$ cat config.mk
export PLATFORM = sky130hd
export DESIGN_NAME = day_count_to_calendar_date
export DESIGN_NICKNAME = d
export VERILOG_FILES = /design/src/hdl/dcd_pkg.sv /design/src/hdl/dcd_datapath.sv /design/src/hdl/dcd_ctrl.sv /design/src/hdl/day_count_to_calendar_date.sv
export SDC_FILE = /design/constraint.sdc
export NUM_CORES = 1
export LEC_CHECK = 0
export ABC_CLOCK_PERIOD_IN_PS = 12100
export BUFFER_PORTS_ARGS = -buffer_cell sky130_fd_sc_hd__buf_2
export CAP_MARGIN = 20
export CORE_ASPECT_RATIO = 0.7
export CORE_UTILIZATION = 50
export CTS_BUF_LIST = sky130_fd_sc_hd__clkbuf_16
export CTS_CLUSTER_DIAMETER = 150
export DETAILED_ROUTE_END_ITERATION = 10
export PLACE_DENSITY = 0.75
export RECOVER_POWER = 25
export SETUP_SLACK_MARGIN = 0.02
export SLEW_MARGIN = 5
export SYNTH_ARGS = -nofsm -noshare
export SYNTH_HDL_FRONTEND = slang
export SYNTH_SLANG_ARGS = --single-unit
$ cat constraint.sdc
create_clock -name aclk -period 12.1 [get_ports aclk]
set_clock_uncertainty 0.2 [all_clocks]
set_input_delay 1.21 -clock aclk [delete_from_list [all_inputs] [get_ports aclk]]
set_output_delay 1.21 -clock aclk [all_outputs]
set_load 0.02 [all_outputs]
$ cat src/hdl/dcd_pkg.sv
// Package for the day-count to calendar-date converter.
// Holds shared constants, controller/datapath interface structs and calendar tables.
// No dependencies.
`default_nettype none

package dcd_pkg;

    localparam int DAY_COUNT_BITS_DEF = 16;
    localparam int IN_W               = 16;
    localparam int OUT_DATA_W         = 24;
    // wide enough for the last year reachable with a 20-bit day count
    localparam int YEAR_W             = 13;
    localparam int YEAR_OUT_W         = 12;

    localparam logic [YEAR_W-1:0] EPOCH_YEAR    = 13'd1980;
    localparam logic [1:0]        EPOCH_MOD4    = 2'd0;
    localparam logic [6:0]        EPOCH_MOD100  = 7'd80;
    localparam logic [8:0]        EPOCH_MOD400  = 9'd380;
    localparam logic [2:0]        EPOCH_WEEKDAY = 3'd2;
    localparam logic [3:0]        MONTH_LAST    = 4'd11;

    typedef struct packed {
        logic load;
        logic year_step;
        logic month_step;
        logic finish;
    } dcd_cmd_t;

    typedef struct packed {
        logic zero;
        logic year_more;
        logic month_more;
    } dcd_sts_t;

    function automatic logic [4:0] month_len(input logic [3:0] idx, input logic leap);
        logic [4:0] len;
        begin
            case (idx)
                4'd0:    len = 5'd31;
                4'd1:    len = leap ? 5'd29 : 5'd28;
                4'd2:    len = 5'd31;
                4'd3:    len = 5'd30;
                4'd4:    len = 5'd31;
                4'd5:    len = 5'd30;
                4'd6:    len = 5'd31;
                4'd7:    len = 5'd31;
                4'd8:    len = 5'd30;
                4'd9:    len = 5'd31;
                4'd10:   len = 5'd30;
                4'd11:   len = 5'd31;
                default: len = 5'd31;
            endcase
            return len;
        end
    endfunction

    // weekday plus a step of at most 3, kept in 0..6
    function automatic logic [2:0] wd_add(input logic [2:0] wd, input logic [2:0] inc);
        logic [3:0] sum;
        begin
            sum = {1'b0, wd} + {1'b0, inc};
            if (sum >= 4'd7) begin
                sum = sum - 4'd7;
            end
            return sum[2:0];
        end
    endfunction

    // mod 7 of a value below 42
    function automatic logic [2:0] mod7_small(input logic [5:0] v);
        logic [5:0] r;
        begin
            if (v >= 6'd35) begin
                r = v - 6'd35;
            end else if (v >= 6'd28) begin
                r = v - 6'd28;
            end else if (v >= 6'd21) begin
                r = v - 6'd21;
            end else if (v >= 6'd14) begin
                r = v - 6'd14;
            end else if (v >= 6'd7) begin
                r = v - 6'd7;
            end else begin
                r = v;
            end
            return r[2:0];
        end
    endfunction

endpackage

`default_nettype wire

$ cat src/hdl/dcd_datapath.sv
// Datapath of the day-count converter: remainder, year, month, weekday registers
// and the result register. Driven by dcd_ctrl commands. Uses dcd_pkg.
`default_nettype none

module dcd_datapath #(
    parameter int DAY_COUNT_BITS = dcd_pkg::DAY_COUNT_BITS_DEF
) (
    input  wire                                 aclk,
    input  wire  [dcd_pkg::IN_W-1:0]            in_data,
    input  wire  dcd_pkg::dcd_cmd_t             cmd,
    output dcd_pkg::dcd_sts_t                   sts,
    output logic [dcd_pkg::OUT_DATA_W-1:0]      out_data,
    output logic                                out_invalid
);

    logic [31:0]                     in_ext;
    logic [DAY_COUNT_BITS-1:0]       count;
    logic [DAY_COUNT_BITS-1:0]       rem_reg;
    logic [DAY_COUNT_BITS-1:0]       rem_next;
    logic [dcd_pkg::YEAR_W-1:0]      year_reg;
    logic [dcd_pkg::YEAR_W-1:0]      year_next;
    logic [1:0]                      m4_reg;
    logic [1:0]                      m4_next;
    logic [6:0]                      m100_reg;
    logic [6:0]                      m100_next;
    logic [8:0]                      m400_reg;
    logic [8:0]                      m400_next;
    logic [3:0]                      month_reg;
    logic [3:0]                      month_next;
    logic [2:0]                      wd_reg;
    logic [2:0]                      wd_next;
    logic                            inv_reg;
    logic                            inv_next;
    logic [dcd_pkg::OUT_DATA_W-1:0]  out_data_reg;
    logic [dcd_pkg::OUT_DATA_W-1:0]  out_data_next;
    logic                            out_inv_reg;
    logic                            out_inv_next;
    logic                            leap;
    logic [8:0]                      year_len;
    logic [4:0]                      mlen;
    logic [5:0]                      wd_sum;

    assign in_ext = {{(32 - dcd_pkg::IN_W){1'b0}}, in_data};
    assign count  = in_ext[DAY_COUNT_BITS-1:0];

    assign leap     = (m400_reg == 9'd0) || ((m4_reg == 2'd0) && (m100_reg != 7'd0));
    assign year_len = leap ? 9'd366 : 9'd365;
    assign mlen     = dcd_pkg::month_len(month_reg, leap);
    assign wd_sum   = {3'b000, wd_reg} + {1'b0, rem_reg[4:0]} - 6'd1;

    assign sts.zero       = (count == '0);
    assign sts.year_more  = rem_reg > DAY_COUNT_BITS'(year_len);
    assign sts.month_more = (month_reg < dcd_pkg::MONTH_LAST) &&
                            (rem_reg > DAY_COUNT_BITS'(mlen));

    always_comb begin
        rem_next      = rem_reg;
        year_next     = year_reg;
        m4_next       = m4_reg;
        m100_next     = m100_reg;
        m400_next     = m400_reg;
        month_next    = month_reg;
        wd_next       = wd_reg;
        inv_next      = inv_reg;
        out_data_next = out_data_reg;
        out_inv_next  = out_inv_reg;
        if (cmd.load) begin
            rem_next   = count;
            year_next  = dcd_pkg::EPOCH_YEAR;
            m4_next    = dcd_pkg::EPOCH_MOD4;
            m100_next  = dcd_pkg::EPOCH_MOD100;
            m400_next  = dcd_pkg::EPOCH_MOD400;
            month_next = '0;
            wd_next    = dcd_pkg::EPOCH_WEEKDAY;
            inv_next   = sts.zero;
        end else if (cmd.year_step) begin
            rem_next  = rem_reg - DAY_COUNT_BITS'(year_len);
            year_next = year_reg + {{(dcd_pkg::YEAR_W-1){1'b0}}, 1'b1};
            m4_next   = m4_reg + 2'd1;
            m100_next = (m100_reg == 7'd99) ? 7'd0 : m100_reg + 7'd1;
            m400_next = (m400_reg == 9'd399) ? 9'd0 : m400_reg + 9'd1;
            wd_next   = dcd_pkg::wd_add(wd_reg, leap ? 3'd2 : 3'd1);
        end else if (cmd.month_step) begin
            rem_next   = rem_reg - DAY_COUNT_BITS'(mlen);
            month_next = month_reg + 4'd1;
            wd_next    = dcd_pkg::wd_add(wd_reg, 3'(mlen - 5'd28));
        end
        if (cmd.finish) begin
            if (inv_reg) begin
                out_data_next = '0;
                out_inv_next  = 1'b1;
            end else begin
                out_data_next = {dcd_pkg::mod7_small(wd_sum), rem_reg[4:0],
                                 month_reg + 4'd1, year_reg[dcd_pkg::YEAR_OUT_W-1:0]};
                out_inv_next  = 1'b0;
            end
        end
    end

    always_ff @(posedge aclk) begin
        rem_reg      <= rem_next;
        year_reg     <= year_next;
        m4_reg       <= m4_next;
        m100_reg     <= m100_next;
        m400_reg     <= m400_next;
        month_reg    <= month_next;
        wd_reg       <= wd_next;
        inv_reg      <= inv_next;
        out_data_reg <= out_data_next;
        out_inv_reg  <= out_inv_next;
    end

    assign out_data    = out_data_reg;
    assign out_invalid = out_inv_reg;

endmodule

`default_nettype wire

$ cat src/hdl/dcd_ctrl.sv
// Controller of the day-count converter: sequences load, year walk, month walk
// and result hand-off, and owns the result valid flag. Uses dcd_pkg.
`default_nettype none

module dcd_ctrl (
    input  wire                     aclk,
    input  wire                     aresetn,
    input  wire                     s_valid,
    output logic                    s_ready,
    output logic                    m_valid,
    input  wire                     m_ready,
    input  wire  dcd_pkg::dcd_sts_t sts,
    output dcd_pkg::dcd_cmd_t       cmd
);

    localparam logic [1:0] ST_IDLE  = 2'd0;
    localparam logic [1:0] ST_YEAR  = 2'd1;
    localparam logic [1:0] ST_MONTH = 2'd2;
    localparam logic [1:0] ST_FIN   = 2'd3;

    logic [1:0] state_reg;
    logic [1:0] state_next;
    logic       out_valid_reg;
    logic       out_valid_next;

    always_comb begin
        state_next = state_reg;
        cmd        = '0;
        s_ready    = 1'b0;
        case (state_reg)
            ST_IDLE: begin
                s_ready = 1'b1;
                if (s_valid) begin
                    cmd.load   = 1'b1;
                    state_next = sts.zero ? ST_FIN : ST_YEAR;
                end
            end
            ST_YEAR: begin
                if (sts.year_more) begin
                    cmd.year_step = 1'b1;
                end else begin
                    state_next = ST_MONTH;
                end
            end
            ST_MONTH: begin
                if (sts.month_more) begin
                    cmd.month_step = 1'b1;
                end else begin
                    state_next = ST_FIN;
                end
            end
            ST_FIN: begin
                if (!out_valid_reg || m_ready) begin
                    cmd.finish = 1'b1;
                    state_next = ST_IDLE;
                end
            end
            default: begin
                state_next = ST_IDLE;
            end
        endcase
    end

    always_comb begin
        out_valid_next = out_valid_reg;
        if (cmd.finish) begin
            out_valid_next = 1'b1;
        end else if (m_ready) begin
            out_valid_next = 1'b0;
        end
    end

    always_ff @(posedge aclk) begin
        if (!aresetn) begin
            state_reg     <= ST_IDLE;
            out_valid_reg <= 1'b0;
        end else begin
            state_reg     <= state_next;
            out_valid_reg <= out_valid_next;
        end
    end

    assign m_valid = out_valid_reg;

`ifndef SYNTHESIS
    a_no_overwrite: assert property (@(posedge aclk) disable iff (!aresetn)
        cmd.finish |-> (!out_valid_reg || m_ready))
        else $error("result overwritten before transaction");

    a_load_leaves_idle: assert property (@(posedge aclk) disable iff (!aresetn)
        cmd.load |=> (state_reg != ST_IDLE))
        else $error("load did not start a conversion");

    a_year_done_in_month: assert property (@(posedge aclk) disable iff (!aresetn)
        (state_reg == ST_MONTH) |-> !sts.year_more)
        else $error("remainder exceeds year length during month walk");

    a_finish_emits: assert property (@(posedge aclk) disable iff (!aresetn)
        cmd.finish |=> m_valid)
        else $error("finish did not present a result");
`endif

endmodule

`default_nettype wire

$ cat src/hdl/day_count_to_calendar_date.sv
// Top level of the day-count to calendar-date converter.
// Instantiates dcd_ctrl and dcd_datapath; uses dcd_pkg.
//
// Converts a day count (1 = Tuesday 1 January 1980) into Gregorian year, month,
// day of month and weekday (Sunday = 0). Only the low DAY_COUNT_BITS bits of the
// count are used; a count of zero returns all-zero fields with tuser set. One
// conversion is in flight at a time: a transaction is a load step, one step per
// whole year walked plus one to close the year walk, one per whole month walked
// (at most 11) plus one to close the month walk, and a step that writes the
// result register, which waits while the result register still holds an
// untaken date; a zero count goes from the load straight to the result write.
// The serial year walk dominates the conversion time. The result register holds
// a finished date until taken, and a new count is accepted meanwhile.
`default_nettype none

module day_count_to_calendar_date #(
    parameter int DAY_COUNT_BITS = dcd_pkg::DAY_COUNT_BITS_DEF
) (
    input  wire                                 aclk,
    input  wire                                 aresetn,
    input  wire                                 s_axis_tvalid,
    output logic                                s_axis_tready,
    input  wire  [dcd_pkg::IN_W-1:0]            s_axis_tdata,  // [15:0] days_since_epoch
    output logic                                m_axis_tvalid,
    input  wire                                 m_axis_tready,
    // [11:0] year, [15:12] month, [20:16] day_of_month, [23:21] day_of_week
    output logic [dcd_pkg::OUT_DATA_W-1:0]      m_axis_tdata,
    output logic                                m_axis_tuser   // [0] invalid
);

    dcd_pkg::dcd_cmd_t cmd;
    dcd_pkg::dcd_sts_t sts;

    dcd_ctrl u_ctrl (
        .aclk    (aclk),
        .aresetn (aresetn),
        .s_valid (s_axis_tvalid),
        .s_ready (s_axis_tready),
        .m_valid (m_axis_tvalid),
        .m_ready (m_axis_tready),
        .sts     (sts),
        .cmd     (cmd)
    );

    dcd_datapath #(
        .DAY_COUNT_BITS (DAY_COUNT_BITS)
    ) u_datapath (
        .aclk        (aclk),
        .in_data     (s_axis_tdata),
        .cmd         (cmd),
        .sts         (sts),
        .out_data    (m_axis_tdata),
        .out_invalid (m_axis_tuser)
    );

endmodule

`default_nettype wire

# [Yosys cells after proc, flatten, opt, wreduce, memory -nomap -nowiden]
# Cells that the tools add are included.
[word_totals] out_inout_bits=27 latch_bits=0 memories=0 elab_cells=108 inputBits=20 romBits=0 register_bits=83 mem_bits_rw=0
[op_classes] n_lt_le_gt_ge=10 n_shift=0 n_mux=36 div_mod_pow=0 n_bitwise=1 eq_ne=14 add_sub_neg=19 n_reduce_logical=16 mul=0
[ops] op="$mux 16" n=3
[ops] op="$mux 3" n=9
[ops] op="$sub 3x3->3 const B" n=7
[ops] op="$gt 16x5->1" n=1
[ops] op="$gt 16x9->1" n=1
[ops] op="$logic_not 16->1" n=1
[ops] op="$sub 16x5->16" n=1
[ops] op="$sub 16x9->16" n=1
[ops] op="$mux 2" n=7
[ops] op="$add 13x1->13 const B" n=1
[ops] op="$mux 1" n=13
[ops] op="$ge 6x5->1 const B" n=2
[ops] op="$add 9x1->9 const B" n=1
[ops] op="$eq 9x9->1 const B" n=1
[ops] op="$logic_not 9->1" n=1
[ops] op="$mux 9" n=1
[ops] op="$eq 4x4->1 const B" n=2
[ops] op="$ge 4x3->1 const B" n=2
[ops] op="$pmux 2 s4" n=1
[ops] op="$add 7x1->7 const B" n=1
[ops] op="$eq 7x7->1 const B" n=1
[ops] op="$mux 7" n=1
[ops] op="$reduce_bool 7->1" n=1
[ops] op="$add 3x5->6" n=1
[ops] op="28 further kinds" n=35

# [Longest topological paths before layout]
# Gate-level depths: netlist (run 1).
[logic_depth] word_depth=12 mapped_depth=16 mapped_depth_nobuf=16

# [By module]
# From an unflattened synthesis (run 1), not the netlist that was laid out.
[hier_totals] hier_cells=537 area_unflattened_um2=5066.1
[by_module_without_submodules] mod="dcd_datapath" seq_area_each_um2=2001.9 area_per_inst_um2=4809.6 instances=1 cells_each=513
[by_module_without_submodules] mod="dcd_ctrl" seq_area_each_um2=60.1 area_per_inst_um2=256.5 instances=1 cells_each=24

# [Least setup slack after synthesis (run 1)]
# No wires, ideal clock.
[synth_timing] path_kind="flip-flop to flip-flop" start="register u_datapath.m400_reg[2]" end="register u_datapath.rem_reg[0] (enable)" path_slack_ns=8.207 synth_period_minus_slack_ns=3.893 required_time_ns=11.528 setup_time_ns=0.372 path_buffers=2 stages_incl_launch_ff=12 arrival_time_ns=3.321 cell_sequence="dfxtp_1 > clkbuf_1 > nor4_1 > and3_1 > a21oi_1 > inv_1 > fa_1 > and3b_1 > o221ai_1 > o21ai_1 > clkbuf_1 > or3_1"
[synth_via] elab_chain_cells=9 word_cells_on_any_way=13 classes_between="2 x order compare; 7 x mux; 4 x reduce/logical"
[synth_rtl] item="from (decl)" line_no="dcd_datapath.sv:26" source="logic [8:0] m400_reg;"
[synth_rtl] item="from (signal assigned)" line_no="dcd_datapath.sv:105" source="m400_reg <= m400_next;"
[synth_rtl] item="$logic_not 9->1 *" line_no="dcd_datapath.sv:46" source="assign leap = (m400_reg == 9'd0) || ((m4_reg == 2'd0) && (m100_reg != 7'd0));"
[synth_rtl] item="$logic_or 1x1->1 *" line_no="dcd_datapath.sv:46"
[synth_rtl] item="$mux 1" line_no="dcd_pkg.sv:40" source="4'd1: len = leap ? 5'd29 : 5'd28;"
[synth_rtl] item="$pmux 2 s2" line_no="dcd_pkg.sv:38" source="case (idx)"
[synth_rtl] item="$gt 16x5->1" line_no="dcd_datapath.sv:54" source="(rem_reg > DAY_COUNT_BITS'(mlen));"
[synth_rtl] item="$logic_and 1x1->1" line_no="dcd_datapath.sv:53" source="assign sts.month_more = (month_reg < dcd_pkg::MONTH_LAST) &&"
[synth_rtl] item="$mux 1" line_no="dcd_ctrl.sv:46" source="if (sts.month_more) begin"
[synth_rtl] item="$mux 1" line_no="dcd_ctrl.sv:30" source="case (state_reg)"
[synth_rtl] item="$reduce_bool 3->1 (no source line) *"
[synth_rtl] item="to (signal assigned)" line_no="dcd_datapath.sv:101" source="rem_reg <= rem_next;"
[synth_rtl] item="to (decl)" line_no="dcd_datapath.sv:18" source="logic [DAY_COUNT_BITS-1:0] rem_reg;"
# Mark *: on every way between the ends. The rest lies on a longest branch, timed or not.
# A chain may end at the register's enable or synchronous reset.

# [Final worst setup path (run 1)]
[layout_timing] start="register u_datapath.m400_reg[0]" end="register u_datapath.rem_reg[7] (enable)"
# Same word-level chain as after synthesis.

==> metrics list, run 1 <==
- The flow ran to the end, and the final reports show no timing, DRC or antenna violations.
- Most used DFF post-synth: edfxtp_1
* Number of warnings printed during yosys synthesis: 0
- For this design the total switching power over the nets is 0.824 mW.
* Count of pins over their slew limit: 0
- Initial antenna violation count: 0
- The via count of the first global-routing pass came to 3977.
- Gates resized during post-CTS repair numbered 0.
- Count of endpoints failing setup in the final report: 0
- Number of buffers inserted by port buffering: 46
* Kind of end point of the critical path: flop
- Counting the buffers created by CTS gives 9.
- The clock reaches the later pin of the worst-skew pair after 0.34 ns.
- Final Wtd Congestion: 0.893
* Dpl ws: 7.53 ns
* Cell with the most instances after synthesis: nand2_1
- In the finished design, the share of the clock period the worst path needs comes to 0.378.
- Global routing finished with a remaining overflow of 0.
* Count of nets left with antenna violations after detail routing: 0
* Die span in y: 87.2 um
* Tightest Pin Transition: 1.42 ns
- Area Growth Syn to Fin: 11.5%
- Part of the power in the clock network: 0.139
- Clock tree synthesis found a total of 82 sinks.
- Power comes to 1.82 mW.
- The first global-routing pass estimated 18.7 mm of wire.
* Via count normalized by instance count: 5.83
- Internal power consumption: 0.993 mW
- The synthesized netlist occupies a cell area of 5190 um^2.
- Max Freq: 219 MHz
- The share of the Yosys chip area taken by registers is 0.397.
* Final critical delay including setup and external delays: 4.58 ns
- Post-synthesis instance total: 568
- The die covers 10800 um^2.
* Worst path cell trace: inv_1 -> ha_1 -> and3_1 -> a21oi_1 -> nor2_1 -> nor2_1 -> nor2_1 -> ha_1 -> fa_1 -> and4b_1 -> nand2_1 -> a31oi_1 -> or3_1
- For this design the static power due to leakage is 2.27 nW.
- Async S/R FF share, synth: 0
* Source of the worst hold timing path: u_datapath.m4_reg[1]$_SDFFE_PP0P_
* Number of buffers added to fix hold violations after cts: 0
* Number of violations reported at the end of detailed-routing iteration 0: 362
- Crit start category: flop
- Critical R2R Launch: u_datapath.m400_reg[0]$_SDFFE_PP0P_
* R2R cell count: 13
- Top post-synthesis cells by area: edfxtp_1, dfxtp_1, ha_1
* Site row count: 30
- Die Wd: 124 um
* Most used cell along the critical path: nor2_1
- Headroom to the max-slew limit came out at 0.0509.
* Routed Wire Length: 11.2 mm
* Power density relative to cell area: 314 nW/um^2
- Starting utilization of the core area: 0.525
- The tool flagged a number of max-cap violations equal to 0.
- Counting flops with a built-in enable in the synthesized netlist gives 42.
- In the routed design, unresolved DRC markers number 0.
- Top cell types by occurrence after synthesis: nand2_1, nor2_1, edfxtp_1
- The netlist uses 68 different library cells.
- CTS max path bufs: 2
- Nets: 665
- The number of nets handed over by synthesis was 630.
- Number of primary I/O pins: 47
- Total number of H-tree levels: 3
- Min-delay worst type: flop to flop
- Critical path's slowest cell: a31oi_1
- Post-CTS timing repair inserted 0 buffers for setup.
* Average footprint of a synthesized cell: 9.13 um^2
* Count of endpoints failing hold in the final timing report: 0
- In this run the worst path has a maximum fanout of 16.
* TritonRoute pass-1 iters: 5
* Number of non-filler instances in the completed layout: 736
- The number of antenna diodes in the final layout is 0.
* RSZ-0062 raised after global routing: false
* Hold Path Stages: 2
* Post-synthesis sequential element count: 82
- The worst-case IR drop observed on VDD is 0.148 mV.
- The number of buffers and inverters on the critical path is 1.
* Post-detailed-route wirelength per cell: 15.2 um
- Once placement completed, the tool counted placed cells totaling 720.
- Entering global routing, the biggest net connects 45 pins.
- Once layout is complete, the utilization of the core stands at 0.586.
- For this run, the total global-route usage over all layers was measured as 0.224.
- CTS tree: built
- Among cell families on the critical path, the largest total delay comes from simple AND/OR/NAND/NOR gates.
- Clock tree root buffer cell: clkbuf_16
- Min-Delay Endpoint: u_datapath.m4_reg[1]$_SDFFE_PP0P_
- The share of total power dissipated in combinational logic is 0.598.
- Setup slack on the worst reg-to-reg path comes out at 7.52 ns.
* Clock transition at the registers of the reported paths: 0.06 ns
- The critical path is of the flop to flop type.
- Flip-flop count of the largest register after layout: 24
- The worst register-to-register path ends at u_datapath.rem_reg[7]$_DFFE_PP_.
- Dominant cell type by area after synthesis: edfxtp_1
* Worst Slack Setup Final: 7.52 ns
- In the final layout, the share of cells above drive strength 1 is 0.137.
* Via count: 4292
* Net Sw Frac: 0.454
- Largest stage delay, worst path: 0.77 ns
- Crit path arrival time: 4.34 ns
- Power share of the sequential group: 0.264
- Summed over all nets, the half-perimeter wirelength after detailed placement is 8.07 mm.
- Placeable core region: 9870 um^2
- Setup total negative slack on the finished layout was measured at 0 ns.
- At the worst endpoint, the required time is 11.87 ns.
- Area share of the largest cell type after synthesis: 0.243
[final cells by class]
class                           count  area (um^2)
Clock buffer                        9          225
Clock inverter                      7         51.3
Fill cell                         868         4090
Inverter                           36          135
Multi-Input combinational cell    423         2880
Sequential cell                    82         2060
Tap cell                          128          160
Timing Repair Buffer               51          264
[cells by family after synthesis]
| kind of cell | count (synthesis) | synth area share |
|---|---|---|
| xor+xnor | 32 | 0.0540 |
| mux | 12 | 0.0244 |
| buf+inv | 63 | 0.0478 |
| compound gates | 118 | 0.157 |
| flops | 82 | 0.397 |
| simple gates | 219 | 0.211 |
| fa+ha+maj | 42 | 0.109 |
[placed cells by master (no fill, tap or decap), drive strengths merged, types with 8 or more instances in the layout]
cell / count
a31oi: 8
nor4: 8
nand2: 55
edfxtp: 42
dfxtp: 40
nor2: 54
xnor2: 22
buf: 50
ha: 37
clkbuf: 10
xor2: 10
inv: 37
o21ai: 20
nand4: 8
nor2b: 19
nor3: 17
nand3: 18
a21oi: 34
[power by group through the flow]
| stage | registers (mW) | logic (mW) | clock network (mW) |
|---|---|---|---|
| 2_1_floorplan | 0.455 | 0.861 | 0 |
| 3_3_place_gp | 0.475 | 1.03 | 0 |
| 3_5_place_dp | 0.481 | 1.06 | 0 |
| 4_1_cts | 0.476 | 1.07 | 0.258 |
| 5_1_grt | 0.489 | 1.22 | 0.268 |
| 6_report | 0.479 | 1.09 | 0.252 |
[metal layers]
metal  GRT usage  wire [um]  vias to the layer above
li1            -          -                     2110
met1       0.301       5170                     2010
met2       0.353       5080                      157
met3      0.0504        795                       15
met4      0.0789        146                        0
met5           0          0                        -
[worst max path at each step]
stage,from,end,slack [ns],cells after the start
global route,u_datapath.m100_reg[2]$_SDFFE_PP0P_,u_datapath.rem_reg[8]$_DFFE_PP_,7.19,12
floorplan,u_datapath.m400_reg[2]$_SDFFE_PP1P_,u_datapath.rem_reg[0]$_DFFE_PP_,8.21,11
CTS,u_datapath.m100_reg[2]$_SDFFE_PP0P_,u_datapath.rem_reg[8]$_DFFE_PP_,7.55,12
global placement,u_datapath.m400_reg[0]$_SDFFE_PP0P_,u_datapath.rem_reg[7]$_DFFE_PP_,7.76,13
finish,u_datapath.m400_reg[0]$_SDFFE_PP0P_,u_datapath.rem_reg[7]$_DFFE_PP_,7.52,13
detailed placement,u_datapath.m100_reg[2]$_SDFFE_PP0P_,u_datapath.rem_reg[5]$_DFFE_PP_,7.53,12
[worst reg2reg max path: stages, from the launching register on]
cell and delay, ns:
dfxtp_1 0.43, inv_1 0.07, ha_1 0.19, and3_1 0.15, a21oi_1 0.45, nor2_1 0.09, nor2_1 0.11, nor2_1 0.06
ha_1 0.22, fa_1 0.42, and4b_1 0.30, nand2_1 0.06, a31oi_1 0.77, or3_1 0.67
[through the flow]
stage | hold WS (ns) | cell area [um^2]
2_1_floorplan | 0.224 | 5190
3_3_place_gp | 0.240 | 5510
3_5_place_dp | 0.266 | 5510
4_1_cts | 0.275 | 5790
5_1_grt | 0.292 | 5780
6_report | 0.279 | 5780
(Power assumes the default switching activity.)
==> run 2: changes to the inputs <==
--- a/config.mk
+++ b/config.mk
@@ -5,7 +5,7 @@
 export SDC_FILE = /design/constraint.sdc
 export NUM_CORES = 1
 export LEC_CHECK = 0
-export ABC_CLOCK_PERIOD_IN_PS = 12100
+export ABC_CLOCK_PERIOD_IN_PS = 4100
 export BUFFER_PORTS_ARGS = -buffer_cell sky130_fd_sc_hd__buf_2
 export CAP_MARGIN = 20
 export CORE_ASPECT_RATIO = 0.7
@@ -13,7 +13,7 @@
 export CTS_BUF_LIST = sky130_fd_sc_hd__clkbuf_16
 export CTS_CLUSTER_DIAMETER = 150
 export DETAILED_ROUTE_END_ITERATION = 10
-export PLACE_DENSITY = 0.75
+export PLACE_DENSITY = 0.78
 export RECOVER_POWER = 25
 export SETUP_SLACK_MARGIN = 0.02
 export SLEW_MARGIN = 5
==> constraint.sdc (replaced) <==
create_clock -name aclk -period 4.1 [get_ports aclk]
set_clock_uncertainty 0.2 [all_clocks]
set_input_delay 0.41 -clock aclk [delete_from_list [all_inputs] [get_ports aclk]]
set_output_delay 0.41 -clock aclk [all_outputs]
set_load 0.02 [all_outputs]
==> metrics list, run 2 (synthesis gave the netlist of run 1 again) <==
- Number of violations reported at the end of detailed-routing iteration 0: 345
- RSZ-0062 raised after global routing: false
* Detailed-placement wirelength estimate: 8.16 mm
* Max Freq: 259 MHz
- Clock transition at the registers of the reported paths: 0.07 ns
* Crit path arrival time: 3.75 ns
* Total number of H-tree levels: 3
- Via count normalized by instance count: 5.82
- Flip-flop count of the largest register after layout: 24
- Max IR drop VDD: 0.445 mV
- CTS saw 82 sinks.
* Power density relative to cell area: 942 nW/um^2
- After detailed routing, the average wire length per cell comes to 15.4 um.
- Number of buffers added to fix hold violations after cts: 0
* Dpl ws: 0.301 ns
* Leakage dissipation: 2.23 nW
* Leading cell types in the layout, fill and taps excluded: nand2_1, nor2_1, edfxtp_1, dfxtp_1, ha_1
- Area Growth Syn to Fin: 11.7%
- Reg-to-reg setup timing slack: 0.24 ns
- Kind of end point of the critical path: flop
- Measured against its own limit, the worst slew margin works out to 0.394.
* Min-delay worst type: input pin to flop
* Wire length of the first global-routing pass: 19.1 mm
* Max-cap viol count: 0
* Die span in y: 87.2 um
- Count of instances resized after the clock tree is built: 0
- Layout cells sized above 1: 0.103
* DRC violations left: 0
* Power, Total: 5.46 mW
- Via count: 4317
* CTS tree: built
- Across every metal layer, demand over resource in global routing totals 0.228.
- The congestion estimate from routability-driven global placement came to 0.914.
- In this run the worst setup path begins at u_datapath.rem_reg[2]$_DFFE_PP_.
- The final count of hold timing violations is 0.
- For this block, the routed nets add up to 11.4 mm of wire.
- Count of endpoints failing setup in the final report: 0
* Initial antenna violation count: 0
- In this run the remaining antenna-violating nets after routing total 0.
- Crit start category: flop
- Most frequent standard cell in the layout excluding fill and tap cells: nand2_1
- Buffers placed on the I/O ports in this run total 46.
- The die covers 10800 um^2.
* Worst-path maximum fanout: 9
* Hold Worst Slack: 0.119 ns
- In this run the count of I/O pins placed on the die edge is 47.
* TritonRoute pass-1 iters: 5
* Site row count: 30
- Tightest Pin Transition: 0.910 ns
- Count of pins over their slew limit: 0
- Entering global routing, the biggest net connects 45 pins.
- The number of cells on the worst reg-to-reg path is 11.
- Total CTS buffers: 9
- The worst setup path is of the flop to flop kind.
* CP required: 3.99 ns
- Clock tree root buffer cell: clkbuf_16
* Clock latency at the later pin of the worst-skew pair: 0.34 ns
- No sink is reached through more buffers than the 2 on the longest clock path.
- Adding up every negative setup slack in the final design gives 0 ns.
- The region available for standard cell placement spans 9870 um^2.
- Post-CTS Repair Setup Buffers: 0
* Starting utilization of the core area: 0.525
- Final critical delay including setup and external delays: 3.86 ns
* Post-route clock period utilization: 0.941
* Endpoint of the worst-slack reg-to-reg timing path: u_datapath.out_data[21]$_SDFFCE_PP0P_
* Worst Slack Setup Final: 0.241 ns
* Endpoint of the most critical setup path: u_datapath.out_data[21]$_SDFFCE_PP0P_
- The via count of the first global-routing pass came to 4018.
- The flow ran to the end, and the final reports show no timing, DRC or antenna violations.
- Grt total ovfl: 0
- The startpoint identified for the worst register-to-register timing path is u_datapath.rem_reg[2]$_DFFE_PP_.
* Antenna diodes: 0
- Nets: 671
- The die is 124 um wide.
[run 2: changes by cell type in the layout (fill, tap and decap cells not counted), sizes merged]
cell / change
buf: -20
clkinv: -1
clkbuf: +26
inv: +1
[run 2: worst max-delay path, stage by stage, from the launching register on]
cell,delay [ns]
edfxtp_1,0.49
inv_1,0.17
ha_1,0.32
inv_1,0.08
fa_1,0.50
a211oi_1,0.37
nor3_1,0.11
or2_2,0.38
o41ai_1,0.12
buf_4,0.21
mux2_2,0.34
a311o_1,0.32
[run 2: area by class of cell]
cell class / count / area [um^2]
fillers: 848 / 4080
flip-flops and latches: 82 / 2060
multi-input cells: 423 / 2880
well taps: 128 / 160
inverters: 36 / 135
repair buffers: 57 / 279
clock buffers: 9 / 225
clock inverters: 7 / 51.3
[run 2: worst min-delay path by stage]
| stage | start | endpoint | slack (ns) | cells after the start |
|---|---|---|---|---|
| floorplan | u_datapath.inv_reg$_DFFE_PP_ | u_datapath.out_invalid$_DFFE_PP_ | 0.22 | 0 |
| global placement | u_datapath.m4_reg[1]$_SDFFE_PP0P_ | u_datapath.m4_reg[1]$_SDFFE_PP0P_ | 0.24 | 2 |
| detailed placement | u_datapath.m4_reg[1]$_SDFFE_PP0P_ | u_datapath.m4_reg[1]$_SDFFE_PP0P_ | 0.25 | 2 |
| CTS | aresetn | u_ctrl.m_valid$_SDFFE_PN0P_ | 0.11 | 2 |
| global route | aresetn | u_ctrl.m_valid$_SDFFE_PN0P_ | 0.13 | 2 |
| finish | aresetn | u_ctrl.m_valid$_SDFFE_PN0P_ | 0.12 | 2 |
[run 2: where the power goes]
part | leakage, nW | internal [mW] | switching [mW]
clock | 0.134 | 0.414 | 0.344
sequential | 0.719 | 1.16 | 0.237
combinational | 1.38 | 1.42 | 1.88
total | 2.23 | 3.00 | 2.46
[run 2: per-stage QoR]
step                       util  area (um^2)  instances
after global routing      0.587         5800        742
after detailed placement  0.563         5550        726
after CTS                 0.591         5830        742
final                     0.587         5800        742
after floorplan               -         5190        568
after global placement    0.563         5550        726
[run 2: routing by layer]
metal | global-route usage | share of wire | vias up
li1 | - | - | 2128
met1 | 0.311 | 0.47 | 2035
met2 | 0.362 | 0.46 | 144
met3 | 0.0576 | 0.066 | 10
met4 | 0.0515 | 0.0074 | 0
met5 | 0 | 0 | -
==> run 3: changes to the inputs <==
--- a/config.mk
+++ b/config.mk
@@ -13,7 +13,7 @@
 export CTS_BUF_LIST = sky130_fd_sc_hd__clkbuf_16
 export CTS_CLUSTER_DIAMETER = 150
 export DETAILED_ROUTE_END_ITERATION = 10
-export PLACE_DENSITY = 0.78
+export PLACE_DENSITY = 0.69
 export RECOVER_POWER = 25
 export SETUP_SLACK_MARGIN = 0.02
 export SLEW_MARGIN = 5
==> metrics list, run 3 (synthesis gave the netlist of run 1 again) <==
- Placeable core region: 9870 um^2
- Counting I/O delays and the setup requirement, the final critical path takes 3.85 ns.
- The first global-routing pass estimated 19.0 mm of wire.
- Initial antenna violation count: 0
- Most frequent standard cell in the layout excluding fill and tap cells: nand2_1
- For this design the static power due to leakage is 2.25 nW.
* Via count: 4224
- Clock-pin slew was measured on the worst setup and hold paths at 0.07 ns.
- CTS tree: built
- The library cells used most frequently in the layout, excluding fill and tap cells, are nand2_1, nor2_1, edfxtp_1, dfxtp_1, ha_1.
* CTS max path bufs: 2
- The count of cells in the finished layout, fillers not included, comes to 742.
* Kind of end point of the critical path: flop
- Setup repair after global routing left no endpoint under its margin.
* CP required: 4.09 ns
- After clock tree synthesis, the setup repair step added 0 buffers.
- After filler insertion, the fill cell instance count of the layout stands at 861.
* Worst path cell trace: nor4_1 -> and3_1 -> a21oi_1 -> buf_4 -> ha_1 -> fa_1 -> and3b_1 -> o221ai_1 -> o21ai_2 -> a21oi_1 -> or4b_1 -> a31oi_1
- In this run the worst path has a maximum fanout of 10.
- Total Die Area: 10800 um^2
- Before CTS, the worst setup slack after placement is 0.242 ns.
- In the final layout, flip-flops and latches occupy 2060 um^2.
- Entering global routing, the biggest net connects 44 pins.
* Antenna diodes: 0
- In the final layout, the share of cells above drive strength 1 is 0.104.
- Die span in y: 87.2 um
* Largest stage delay, worst path: 0.54 ns
* TritonRoute pass-1 iters: 4
- Max Freq: 260 MHz
* Count of endpoints failing setup in the final report: 0
- After floorplanning, the core was divided into 30 placement rows.
- Largest delay share family, worst path: simple AND/OR/NAND/NOR gates
- Once detail routing completed, the nets flagged for antenna violations numbered 0.
- Crit start category: flop
- Placed instance count: 726
- Hold timing on the final database bottoms out at a slack of 0.118 ns.
- Clock latency at the later pin of the worst-skew pair: 0.34 ns
- Flip-flop count of the largest register after layout: 24
- The setup path with the least slack is of type flop to flop.
- The via count of the first global-routing pass was 3950.
- In the global route stage, overall resource usage came out at 0.229.
* Hold Path Stages: 2
- Detailed-placement wirelength estimate: 8.15 mm
- Area of the multi-input gates: 2900 um^2
* Run status: finished clean
- Crit path arrival time: 3.83 ns
- The worst-case IR drop observed on VDD is 0.533 mV.
* Count of endpoints failing hold in the final timing report: 0
- Via count normalized by instance count: 5.69
- Nets: 671
- Grt total ovfl: 0
* Tightest Pin Transition: 0.984 ns
* Routed Wire Length: 11.3 mm
* Count of pins over their slew limit: 0
* Number of gates on the worst path with buffers counted: 12
- Area Growth Syn to Fin: 12.7%
* Post-detailed-route wirelength per cell: 15.3 um
- Measured against its own limit, the worst slew margin works out to 0.344.
* Number of violations reported at the end of detailed-routing iteration 0: 232
- The clock net in this run drives a total of 82 sinks.
- The die is 124 um wide.
- The number of buffers and inverters on the critical path is 1.
* Number of primary I/O pins: 47
- Summed over all failing endpoints, the final setup total negative slack is 0 ns.
- Max-cap violations in this run came to 0.
- Power density relative to cell area: 947 nW/um^2
- For this run, the share of the core covered by cells in the final layout is 0.592.
- Number of buffers added to fix hold violations after cts: 0
- The H-tree was split into 3 levels.
* Worst Slack Setup Final: 0.251 ns
- Clock tree synthesis inserted a total of 9 buffers.
- DRC violations left: 0
- For this configuration, the core starts out at a cell density of 0.525.
- Critical path's slowest cell: or4b_1
- Post-route clock period utilization: 0.939
- Number of buffers inserted by port buffering: 46
- Most used cell along the critical path: a21oi_1
- Final Wtd Congestion: 0.881
- Clock tree root buffer cell: clkbuf_16
- In this run the worst hold path is classified as input pin to flop.
- Counting cells, the worst reg-to-reg path comes to 12.
## run 3: power breakdown
part / leakage [nW] / switching, mW / internal [mW]
clock: 0.148 / 0.339 / 0.476
sequential: 0.719 / 0.239 / 1.16
combinational: 1.38 / 1.89 / 1.43
total: 2.25 / 2.47 / 3.07
## run 3: worst paths after layout
path	from	to	slack [ns]
worst min register to register	u_datapath.m4_reg[1]$_SDFFE_PP0P_	u_datapath.m4_reg[1]$_SDFFE_PP0P_	0.25
worst max register to register	u_datapath.m400_reg[2]$_SDFFE_PP1P_	u_datapath.rem_reg[11]$_DFFE_PP_	0.25
worst max-delay path	u_datapath.m400_reg[2]$_SDFFE_PP1P_	u_datapath.rem_reg[11]$_DFFE_PP_	0.25
worst min-delay path	aresetn	u_ctrl.m_valid$_SDFFE_PN0P_	0.12
## run 3: area by class of cell
class / count / area share
multi-input combinational: 423 / 0.496
sequential: 82 / 0.353
timing repair buffer: 57 / 0.0499
clock buffer: 9 / 0.0385
tap: 128 / 0.0274
inverter: 36 / 0.0231
clock inverter: 7 / 0.0126
## run 3: timing repair
| item | CTS | global route |
|---|---|---|
| setup endpoints to repair | 0 | 9 |
| endpoints found under the hold margin | 0 | 0 |
| gates resized for setup | 0 | 4 |
## run 3: routing by layer
metal  up-vias  track usage  routed length [um]
met3        15       0.0576                 687
li1       2122            -                   -
met4         0       0.0668                 124
met2       108        0.343                4850
met1      1979        0.323                5680
met5         -            0                   0
## run 3: through the flow
| stage | total power [mW] | cell area (um^2) |
|---|---|---|
| 2_1_floorplan | 3.88 | 5190 |
| 3_5_place_dp | 4.65 | 5570 |
| 6_report | 5.54 | 5840 |
| 4_1_cts | 5.49 | 5870 |
| 5_1_grt | 6.01 | 5840 |
| 3_3_place_gp | 4.58 | 5570 |
